<file path="config.mk">
export PLATFORM = sky130hd
export DESIGN_NAME = ps2_scancode_to_ascii_fifo_flat
export DESIGN_NICKNAME = d
export VERILOG_FILES = /design/src/rtl/ps2a_pkg.sv /design/src/rtl/ps2a_ifs.sv /design/src/rtl/ps2a_decode.sv /design/src/rtl/ps2_scancode_to_ascii_fifo.sv /design/src/flat_wrapper.sv
export SDC_FILE = /design/constraint.sdc
export NUM_CORES = 2
export LEC_CHECK = 0
export BUFFER_PORTS_ARGS = -buffer_cell sky130_fd_sc_hd__buf_2
export CORE_ASPECT_RATIO = 1.4
export CORE_MARGIN = 3
export CORE_UTILIZATION = 45
export DETAILED_ROUTE_END_ITERATION = 10
export GPL_TIMING_DRIVEN = 0
export PLACE_DENSITY = 0.63
export SYNTH_ARGS = -nofsm -noshare
export SYNTH_HDL_FRONTEND = slang
export SYNTH_HIERARCHICAL = 1
export SYNTH_SLANG_ARGS = --single-unit
export TNS_END_PERCENT = 50
</file>
<file path="constraint.sdc">
create_clock -name clock -period 12.3 [get_ports clock]
set_clock_uncertainty 0.1 [all_clocks]
set_input_delay 1.23 -clock clock [delete_from_list [all_inputs] [get_ports clock]]
set_output_delay 1.23 -clock clock [all_outputs]
set_load 0.01 [all_outputs]
</file>
<file path="src/rtl/ps2a_pkg.sv">
// ---------------------------------------------------------------------------
// PS/2 ASCII decoder package
// Shared constants, types and the set-1 US keyboard lookup table.
// ---------------------------------------------------------------------------
package ps2a_pkg;

   localparam int unsigned DEF_RING_DEPTH = 256;
   localparam int unsigned CHAR_W         = 7;
   localparam int unsigned SCAN_W         = 8;

   localparam logic       OP_SCAN     = 1'b0;
   localparam logic       OP_READ     = 1'b1;
   localparam logic [7:0] PREFIX_EXT  = 8'hE0;
   localparam logic [6:0] LSHIFT_CODE = 7'h2A;
   localparam logic [6:0] RSHIFT_CODE = 7'h36;

   typedef struct packed {
      logic              ext;       // extended prefix flag after this word
      logic              shift;     // shift-held flag after this word
      logic              push_req;  // a character wants to enter the ring
      logic [CHAR_W-1:0] ch;
   } dec_out_type;

   // US layout, indexed by make codes 0x00 to 0x3F.
   function automatic logic [CHAR_W-1:0] ascii_lookup(input logic [5:0] code,
                                                      input logic       shift);
      logic [CHAR_W-1:0] ch;
      unique case (code)
         6'h01: ch = 7'h1B;
         6'h02: ch = shift ? 7'h21 : 7'h31;
         6'h03: ch = shift ? 7'h40 : 7'h32;
         6'h04: ch = shift ? 7'h23 : 7'h33;
         6'h05: ch = shift ? 7'h24 : 7'h34;
         6'h06: ch = shift ? 7'h25 : 7'h35;
         6'h07: ch = shift ? 7'h5E : 7'h36;
         6'h08: ch = shift ? 7'h26 : 7'h37;
         6'h09: ch = shift ? 7'h2A : 7'h38;
         6'h0A: ch = shift ? 7'h28 : 7'h39;
         6'h0B: ch = shift ? 7'h29 : 7'h30;
         6'h0C: ch = shift ? 7'h5F : 7'h2D;
         6'h0D: ch = shift ? 7'h2B : 7'h3D;
         6'h0E: ch = 7'h08;
         6'h0F: ch = 7'h09;
         6'h10: ch = shift ? 7'h51 : 7'h71;
         6'h11: ch = shift ? 7'h57 : 7'h77;
         6'h12: ch = shift ? 7'h45 : 7'h65;
         6'h13: ch = shift ? 7'h52 : 7'h72;
         6'h14: ch = shift ? 7'h54 : 7'h74;
         6'h15: ch = shift ? 7'h59 : 7'h79;
         6'h16: ch = shift ? 7'h55 : 7'h75;
         6'h17: ch = shift ? 7'h49 : 7'h69;
         6'h18: ch = shift ? 7'h4F : 7'h6F;
         6'h19: ch = shift ? 7'h50 : 7'h70;
         6'h1A: ch = shift ? 7'h7B : 7'h5B;
         6'h1B: ch = shift ? 7'h7D : 7'h5D;
         6'h1C: ch = 7'h0A;
         6'h1E: ch = shift ? 7'h41 : 7'h61;
         6'h1F: ch = shift ? 7'h53 : 7'h73;
         6'h20: ch = shift ? 7'h44 : 7'h64;
         6'h21: ch = shift ? 7'h46 : 7'h66;
         6'h22: ch = shift ? 7'h47 : 7'h67;
         6'h23: ch = shift ? 7'h48 : 7'h68;
         6'h24: ch = shift ? 7'h4A : 7'h6A;
         6'h25: ch = shift ? 7'h4B : 7'h6B;
         6'h26: ch = shift ? 7'h4C : 7'h6C;
         6'h27: ch = shift ? 7'h3A : 7'h3B;
         6'h28: ch = shift ? 7'h22 : 7'h27;
         6'h29: ch = shift ? 7'h7E : 7'h60;
         6'h2B: ch = shift ? 7'h7C : 7'h5C;
         6'h2C: ch = shift ? 7'h5A : 7'h7A;
         6'h2D: ch = shift ? 7'h58 : 7'h78;
         6'h2E: ch = shift ? 7'h43 : 7'h63;
         6'h2F: ch = shift ? 7'h56 : 7'h76;
         6'h30: ch = shift ? 7'h42 : 7'h62;
         6'h31: ch = shift ? 7'h4E : 7'h6E;
         6'h32: ch = shift ? 7'h4D : 7'h6D;
         6'h33: ch = shift ? 7'h3C : 7'h2C;
         6'h34: ch = shift ? 7'h3E : 7'h2E;
         6'h35: ch = shift ? 7'h3F : 7'h2F;
         6'h37: ch = 7'h2A;
         6'h39: ch = 7'h20;
         default: ch = '0;
      endcase
      return ch;
   endfunction

endpackage

</file>
<file path="src/rtl/ps2a_ifs.sv">
// ---------------------------------------------------------------------------
// PS/2 ASCII decoder channels
// Valid/ready channels for request words and response words.
// ---------------------------------------------------------------------------
interface ps2a_req_if import ps2a_pkg::*; ();
   logic              valid;
   logic              ready;
   logic              opcode;
   logic [SCAN_W-1:0] scan_byte;

   modport source (output valid, opcode, scan_byte, input ready);
   modport sink   (input valid, opcode, scan_byte, output ready);
endinterface

interface ps2a_rsp_if import ps2a_pkg::*; ();
   logic              valid;
   logic              ready;
   logic              char_valid;
   logic [CHAR_W-1:0] char_out;
   logic              dropped_full;
   logic              ring_not_empty;

   modport source (output valid, char_valid, char_out, dropped_full, ring_not_empty,
                   input ready);
   modport sink   (input valid, char_valid, char_out, dropped_full, ring_not_empty,
                   output ready);
endinterface

</file>
<file path="src/rtl/ps2a_decode.sv">
// ---------------------------------------------------------------------------
// PS/2 set-1 byte decoder
// Tracks the extended prefix and shift keys and maps make codes to ASCII.
// ---------------------------------------------------------------------------
module ps2a_decode import ps2a_pkg::*; (
   input  logic [SCAN_W-1:0] scan_byte,
   input  logic              ext_ff,
   input  logic              shift_ff,
   output dec_out_type       dec
);

   logic       make;
   logic [6:0] code;

   assign make = ~scan_byte[7];
   assign code = scan_byte[6:0];

   always_comb begin
      dec          = '0;
      dec.ext      = 1'b0;
      dec.shift    = shift_ff;
      if (scan_byte == PREFIX_EXT) begin
         dec.ext = 1'b1;
      end else if (code == LSHIFT_CODE || code == RSHIFT_CODE) begin
         // Shift keys are honored even after an extended prefix.
         dec.shift = make;
      end else if (make && !ext_ff && !code[6]) begin
         dec.ch       = ascii_lookup(code[5:0], shift_ff);
         dec.push_req = (dec.ch != '0);
      end
   end

endmodule

</file>
<file path="src/rtl/ps2_scancode_to_ascii_fifo.sv">
// ---------------------------------------------------------------------------
// PS/2 scancode to ASCII character ring
// Decodes set-1 scancode words into a character ring and serves read words.
// ---------------------------------------------------------------------------
// A request word is held in the input register until the response register
// can take it; its response word is then registered there.
// Throughput: one word per cycle while the consumer keeps ready high; the
// ring pointers update together with the response register, and the ring
// memory read is registered alongside the response.
// Reset (synchronous): flags and pointers clear, ring contents are left as is.
module ps2_scancode_to_ascii_fifo import ps2a_pkg::*; #(
   parameter int unsigned RING_DEPTH = DEF_RING_DEPTH
) (
   input  logic       clock,
   input  logic       reset,
   ps2a_req_if.sink   req_chan,
   ps2a_rsp_if.source rsp_chan
);

   localparam int unsigned PTR_W = (RING_DEPTH > 1) ? $clog2(RING_DEPTH) : 1;
   localparam logic [PTR_W-1:0] PTR_LAST = PTR_W'(RING_DEPTH - 1);

   // Input register
   logic              s1_valid_ff;
   logic              s1_opcode_ff;
   logic [SCAN_W-1:0] s1_scan_ff;

   // Decoder and ring state
   logic             ext_ff, ext_in;
   logic             shift_ff, shift_in;
   logic [PTR_W-1:0] wr_ptr_ff, wr_ptr_in;
   logic [PTR_W-1:0] rd_ptr_ff, rd_ptr_in;
   logic [CHAR_W-1:0] ring_mem [RING_DEPTH];

   // Response register
   logic              out_valid_ff;
   logic              out_char_valid_ff, out_char_valid_in;
   logic              out_dropped_ff, out_dropped_in;
   logic              out_not_empty_ff, out_not_empty_in;
   logic [CHAR_W-1:0] rd_data_ff;

   dec_out_type      dec;
   logic             advance;
   logic             do_push;
   logic             do_pop;
   logic [PTR_W-1:0] wr_next;
   logic [PTR_W-1:0] rd_next;

   ps2a_decode u_decode (
      .scan_byte (s1_scan_ff),
      .ext_ff    (ext_ff),
      .shift_ff  (shift_ff),
      .dec       (dec)
   );

   assign advance        = s1_valid_ff && (!out_valid_ff || rsp_chan.ready);
   assign req_chan.ready = !s1_valid_ff || advance;

   assign wr_next = (wr_ptr_ff == PTR_LAST) ? '0 : wr_ptr_ff + 1'b1;
   assign rd_next = (rd_ptr_ff == PTR_LAST) ? '0 : rd_ptr_ff + 1'b1;

   always_comb begin
      ext_in            = ext_ff;
      shift_in          = shift_ff;
      wr_ptr_in         = wr_ptr_ff;
      rd_ptr_in         = rd_ptr_ff;
      do_push           = 1'b0;
      do_pop            = 1'b0;
      out_char_valid_in = 1'b0;
      out_dropped_in    = 1'b0;
      if (advance) begin
         if (s1_opcode_ff == OP_SCAN) begin
            ext_in   = dec.ext;
            shift_in = dec.shift;
            if (dec.push_req) begin
               // One slot stays free so a full ring differs from an empty one.
               if (wr_next == rd_ptr_ff) begin
                  out_dropped_in = 1'b1;
               end else begin
                  do_push   = 1'b1;
                  wr_ptr_in = wr_next;
               end
            end
         end else if (wr_ptr_ff != rd_ptr_ff) begin
            do_pop            = 1'b1;
            out_char_valid_in = 1'b1;
            rd_ptr_in         = rd_next;
         end
      end
      out_not_empty_in = (wr_ptr_in != rd_ptr_in);
   end

   always_ff @(posedge clock) begin
      if (reset) begin
         s1_valid_ff      <= 1'b0;
         out_valid_ff     <= 1'b0;
         ext_ff           <= 1'b0;
         shift_ff         <= 1'b0;
         wr_ptr_ff        <= '0;
         rd_ptr_ff        <= '0;
         out_char_valid_ff <= 1'b0;
         out_dropped_ff   <= 1'b0;
         out_not_empty_ff <= 1'b0;
      end else begin
         ext_ff    <= ext_in;
         shift_ff  <= shift_in;
         wr_ptr_ff <= wr_ptr_in;
         rd_ptr_ff <= rd_ptr_in;
         if (req_chan.ready) begin
            s1_valid_ff <= req_chan.valid;
         end
         if (advance) begin
            out_valid_ff      <= 1'b1;
            out_char_valid_ff <= out_char_valid_in;
            out_dropped_ff    <= out_dropped_in;
            out_not_empty_ff  <= out_not_empty_in;
         end else if (rsp_chan.ready) begin
            out_valid_ff <= 1'b0;
         end
      end
   end

   always_ff @(posedge clock) begin
      if (req_chan.valid && req_chan.ready) begin
         s1_opcode_ff <= req_chan.opcode;
         s1_scan_ff   <= req_chan.scan_byte;
      end
   end

   always_ff @(posedge clock) begin
      if (do_push) begin
         ring_mem[wr_ptr_ff] <= dec.ch;
      end
   end

   always_ff @(posedge clock) begin
      if (do_pop) begin
         rd_data_ff <= ring_mem[rd_ptr_ff];
      end
   end

   assign rsp_chan.valid          = out_valid_ff;
   assign rsp_chan.char_valid     = out_char_valid_ff;
   assign rsp_chan.char_out       = out_char_valid_ff ? rd_data_ff : '0;
   assign rsp_chan.dropped_full   = out_dropped_ff;
   assign rsp_chan.ring_not_empty = out_not_empty_ff;

endmodule

</file>
<file path="src/flat_wrapper.sv">
// flat-port wrapper written by rule: the top's interface ports become plain ports
module ps2_scancode_to_ascii_fifo_flat import ps2a_pkg::*;
#(
   parameter int unsigned RING_DEPTH = DEF_RING_DEPTH
)
  (clock, reset, req_chan_valid, req_chan_opcode, req_chan_scan_byte, req_chan_ready, rsp_chan_valid, rsp_chan_char_valid, rsp_chan_char_out, rsp_chan_dropped_full, rsp_chan_ring_not_empty, rsp_chan_ready);
  ps2a_req_if req_chan_i ();
  ps2a_rsp_if rsp_chan_i ();
  input  logic clock;
  input  logic reset;
  input wire logic [$bits(req_chan_i.valid)-1:0] req_chan_valid;
  input wire logic [$bits(req_chan_i.opcode)-1:0] req_chan_opcode;
  input wire logic [$bits(req_chan_i.scan_byte)-1:0] req_chan_scan_byte;
  output wire logic [$bits(req_chan_i.ready)-1:0] req_chan_ready;
  output wire logic [$bits(rsp_chan_i.valid)-1:0] rsp_chan_valid;
  output wire logic [$bits(rsp_chan_i.char_valid)-1:0] rsp_chan_char_valid;
  output wire logic [$bits(rsp_chan_i.char_out)-1:0] rsp_chan_char_out;
  output wire logic [$bits(rsp_chan_i.dropped_full)-1:0] rsp_chan_dropped_full;
  output wire logic [$bits(rsp_chan_i.ring_not_empty)-1:0] rsp_chan_ring_not_empty;
  input wire logic [$bits(rsp_chan_i.ready)-1:0] rsp_chan_ready;
  assign req_chan_i.valid = req_chan_valid;
  assign req_chan_i.opcode = req_chan_opcode;
  assign req_chan_i.scan_byte = req_chan_scan_byte;
  assign req_chan_ready = req_chan_i.ready;
  assign rsp_chan_valid = rsp_chan_i.valid;
  assign rsp_chan_char_valid = rsp_chan_i.char_valid;
  assign rsp_chan_char_out = rsp_chan_i.char_out;
  assign rsp_chan_dropped_full = rsp_chan_i.dropped_full;
  assign rsp_chan_ring_not_empty = rsp_chan_i.ring_not_empty;
  assign rsp_chan_i.ready = rsp_chan_ready;
  ps2_scancode_to_ascii_fifo #(.RING_DEPTH(RING_DEPTH)) u_core (.clock(clock), .reset(reset), .req_chan(req_chan_i), .rsp_chan(rsp_chan_i));
endmodule
</file>
==> flow_metrics.py <==
metrics = {
    "layout": {
        "postLayoutCellArea_sq_um": 82050,
        "drive_above_1_share_pct": 28.13,
        "final_common_cell": "edfxtp_1",
        "layout_common_cells": "edfxtp_1 (1,808), mux4_2 (595), nor2_1 (293), clkbuf_16 (166), clkbuf_1 (133)",
        "areaGrowthSynthToFinish_pct": 13.10,
        "fin_cells": 5785,
        "fin_util_pct": 51.43,
        "regArea_sq_um": 54750,
        "fillerInstances": 12319,
        "nNetsFinal": 3560,
        "multiInputGateArea_sq_um": 16910,
    },
    "sta": {
        "worst_slack_ps": 6962,
        "worst_pin_slew_ps": 1401,
        "fin_hold_ws_ps": 412.9,
        "fmax_ghz": 0.1873,
        "hold_viol_final": 0,
        "period_share_pct": 43.40,
        "drv_slew": 0,
        "setup_violations": 0,
        "min_period_ps": 5338,
        "grt_setup_unrepaired": "no",
        "finalSetupTns_ps": 0,
        "relSlewSlack_pct": 6.569,
    },
    "clock_network": {
        "htreeDepth": 4,
        "cts_buffers": 163,
        "cts_resized": 0,
        "ctsHoldBuffers": 0,
        "cts_setup_buffers": 0,
        "cts_tree": "done",
        "clk_path_buf_depth": 3,
        "cts_root_buffer": "clkbuf_16",
        "cts.sinks": 1831,
        "clkTransAtPathRegs_ps": 70,
        "clock_latency_ps": 800,
    },
    "die": {
        "die-area_sq_um": 166100,
        "initial_core_util_pct": 45.47,
        "num_rows": 173,
        "core_sq_um": 159500,
        "die-height_microns": 481.1,
        "die_w_microns": 345.3,
        "ios": 25,
    },
    "run_status": {
        "status": "complete, no violations",
    },
    "synth": {
        "synth-edff-count": 1808,
        "synth_top_area_cell": "edfxtp_1",
        "yosys-top-cells-area": "edfxtp_1 (75%), mux4_2 (18%), nor2_1 (1.5%), dfxtp_1 (0.63%), clkbuf_1 (0.63%)",
        "syn_area_per_cell_sq_um": 22.02,
        "ys_ff_latch": 1831,
        "yosys.cell_types.count": 77,
        "syn_area_sq_um": 72550,
        "synthCells": 3295,
        "yosysSeqAreaShare_pct": 75.47,
        "synth_warnings": 6,
        "async_flop_share_pct": 0,
        "synth_top_area_share_pct": 74.84,
        "syn_nets": 3313,
        "synthFlopType": "edfxtp_1",
    },
    "power": {
        "comb_power_share_pct": 2.9,
        "p_leak_nw": 21.72,
        "power_switching_mw": 2.482,
        "power.density_nw_per_um2": 150.8,
        "p_sw_share_pct": 20.07,
        "peakVddDrop_v": 0.0001025,
        "internal_power_mw": 9.887,
        "power_mw": 12.37,
        "p_seq_share_pct": 55.5,
        "clkPwrFrac_pct": 41.6,
    },
    "drt": {
        "drtPass1Iterations": 7,
        "drc": 0,
        "avgViaCountPerCell": 6.047,
        "wl_per_cell_microns": 32.41,
        "wl_microns": 187500,
        "dr.first_iter.drc_count": 3625,
        "vias": 34982,
        "ant_nets": 0,
    },
    "grt": {
        "grt.overflow.total": 0,
        "grt_pass1_vias": 35934,
        "grt_max_degree": 49,
        "grt_antenna_before_repair": 5,
        "grt_pass1_wl_microns": 267600,
        "grt_use_total_pct": 22.65,
    },
    "setup_path": {
        "crit_fanout": 10,
        "end_kind": "flip-flop",
        "worstPathRequired_ps": 12740,
        "crit_type": "reg -> reg",
        "startpoint_type": "flip-flop",
        "regToRegSetupSlack_ps": 6960,
        "arrival_ps": 5770,
        "reg2reg_depth": 7,
        "r2r-end": "u_core/rd_data_ff[1]$_DFFE_PP_",
        "rr_startpoint": "u_core/rd_ptr_ff[3]$_SDFF_PP0_",
    },
    "placed_design": {
        "hpwl_microns": 132900,
        "place_congestion": 0.9045,
        "dp.cells": 5477,
        "placed_area_sq_um": 76660,
        "pre_cts_ws_ps": 6754,
        "portBuffers": 24,
    },
    "worst_hold_path": {
        "worstHoldStart": "u_core/ext_ff$_SDFFE_PP0P_",
        "min_path_type": "reg -> reg",
        "hold-path-endpoint": "u_core/ext_ff$_SDFFE_PP0P_",
        "holdPathStages": 2,
    },
    "flow_run": {
        "max-cap-violations": 0,
    },
}
synth_stat cells (6+ instances only):
cell type / count
a31oi_1: 15
nand4_1: 7
a211oi_1: 7
nand2_1: 52
mux4_2: 595
nor3_1: 13
dfxtp_1: 23
inv_1: 8
nor2b_1: 12
nor4_1: 9
or3_1: 6
nand3_1: 12
xor2_1: 16
o21ai_0: 20
o21ai_1: 8
xnor2_1: 11
and2_1: 14
a21oi_1: 35
buf_1: 12
clkbuf_1: 122
buf_2: 64
edfxtp_1: 1808
buf_4: 12
and3_1: 13
mux2i_1: 7
nor2_1: 294
worst max-delay path: stages, from the launching register on:
cell and delay (ps):
dfxtp_1 310, clkbuf_1 240, clkbuf_1 1010, buf_2 550
buf_1 970, mux4_2 720, mux4_2 600, mux4_2 530
cells by family after synthesis:
family                   Yosys count  synth area share [%]
flip-flops                      1831                 75.47
buffers and inverters            224                 1.380
AND/OR/NAND/NOR                  470                 2.923
multiplexers                     603                 18.58
XOR/XNOR                          27                0.3260
adder cells (fa/ha/maj)            5               0.08624
AO/OA/AOI/OAI                    135                 1.228
worst max path at each step:
stage | start | to | cells past startpoint
after detailed placement | rsp_chan_ready | u_core/ring_mem[150][6]$_DFFE_PP_ | 10
final | u_core/rd_ptr_ff[3]$_SDFF_PP0_ | u_core/rd_data_ff[1]$_DFFE_PP_ | 7
after global placement | u_core/s1_scan_ff[1]$_DFFE_PP_ | u_core/ring_mem[154][4]$_DFFE_PP_ | 7
after CTS | u_core/rd_ptr_ff[1]$_SDFF_PP0_ | u_core/rd_data_ff[2]$_DFFE_PP_ | 7
after floorplan | u_core/s1_scan_ff[4]$_DFFE_PP_ | u_core/ring_mem[0][4]$_DFFE_PP_ | 6
after global routing | u_core/s1_scan_ff[4]$_DFFE_PP_ | u_core/ring_mem[149][3]$_DFFE_PP_ | 12
area by class of cell:
class,instances,area share (%)
multi-input combinational,1240,20.61
timing repair buffer,82,1.655
tap,2100,3.202
buffer,215,1.197
clock inverter,112,1.363
clock buffer,190,5.185
inverter,9,0.04117
sequential,1831,66.73
antenna,6,0.01830
registers in the layout (all words and copies together), names as in the netlist:
| name | cells |
|---|---|
| u_core/s1_valid_ff | 1 |
| u_core/rd_data_ff | 7 |
| u_core/rsp_chan.char_valid | 1 |
| u_core/s1_opcode_ff | 1 |
| u_core/rsp_chan.ring_not_empty | 1 |
| u_core/ring_mem | 1792 |
| u_core/rsp_chan.dropped_full | 1 |
| u_core/rd_ptr_ff | 8 |
| u_core/wr_ptr_ff | 8 |
| u_core/s1_scan_ff | 8 |
| u_core/rsp_chan.valid | 1 |
| u_core/ext_ff | 1 |
| u_core/shift_ff | 1 |
metal layers:
| metal | vias to the layer above | wire [microns] | GRT usage, % |
|---|---|---|---|
| met5 | - | 0 | 0 |
| li1 | 14366 | - | - |
| met4 | 0 | 8754 | 9.566 |
| met2 | 1415 | 100300 | 40.72 |
| met3 | 324 | 10940 | 3.221 |
| met1 | 18877 | 67500 | 27.42 |
power groups by stage:
stage                     Sequential [mW]  Combinational [mW]  Clock, mW
after floorplan                      7.06               0.172          0
after global placement               7.12               0.290          0
after detailed placement             7.00               0.356          0
after CTS                            6.87               0.357       5.24
after global routing                 6.86               0.377       5.48
final                                6.87               0.356       5.15
Note: power is estimated with default switching activity, not from simulation.
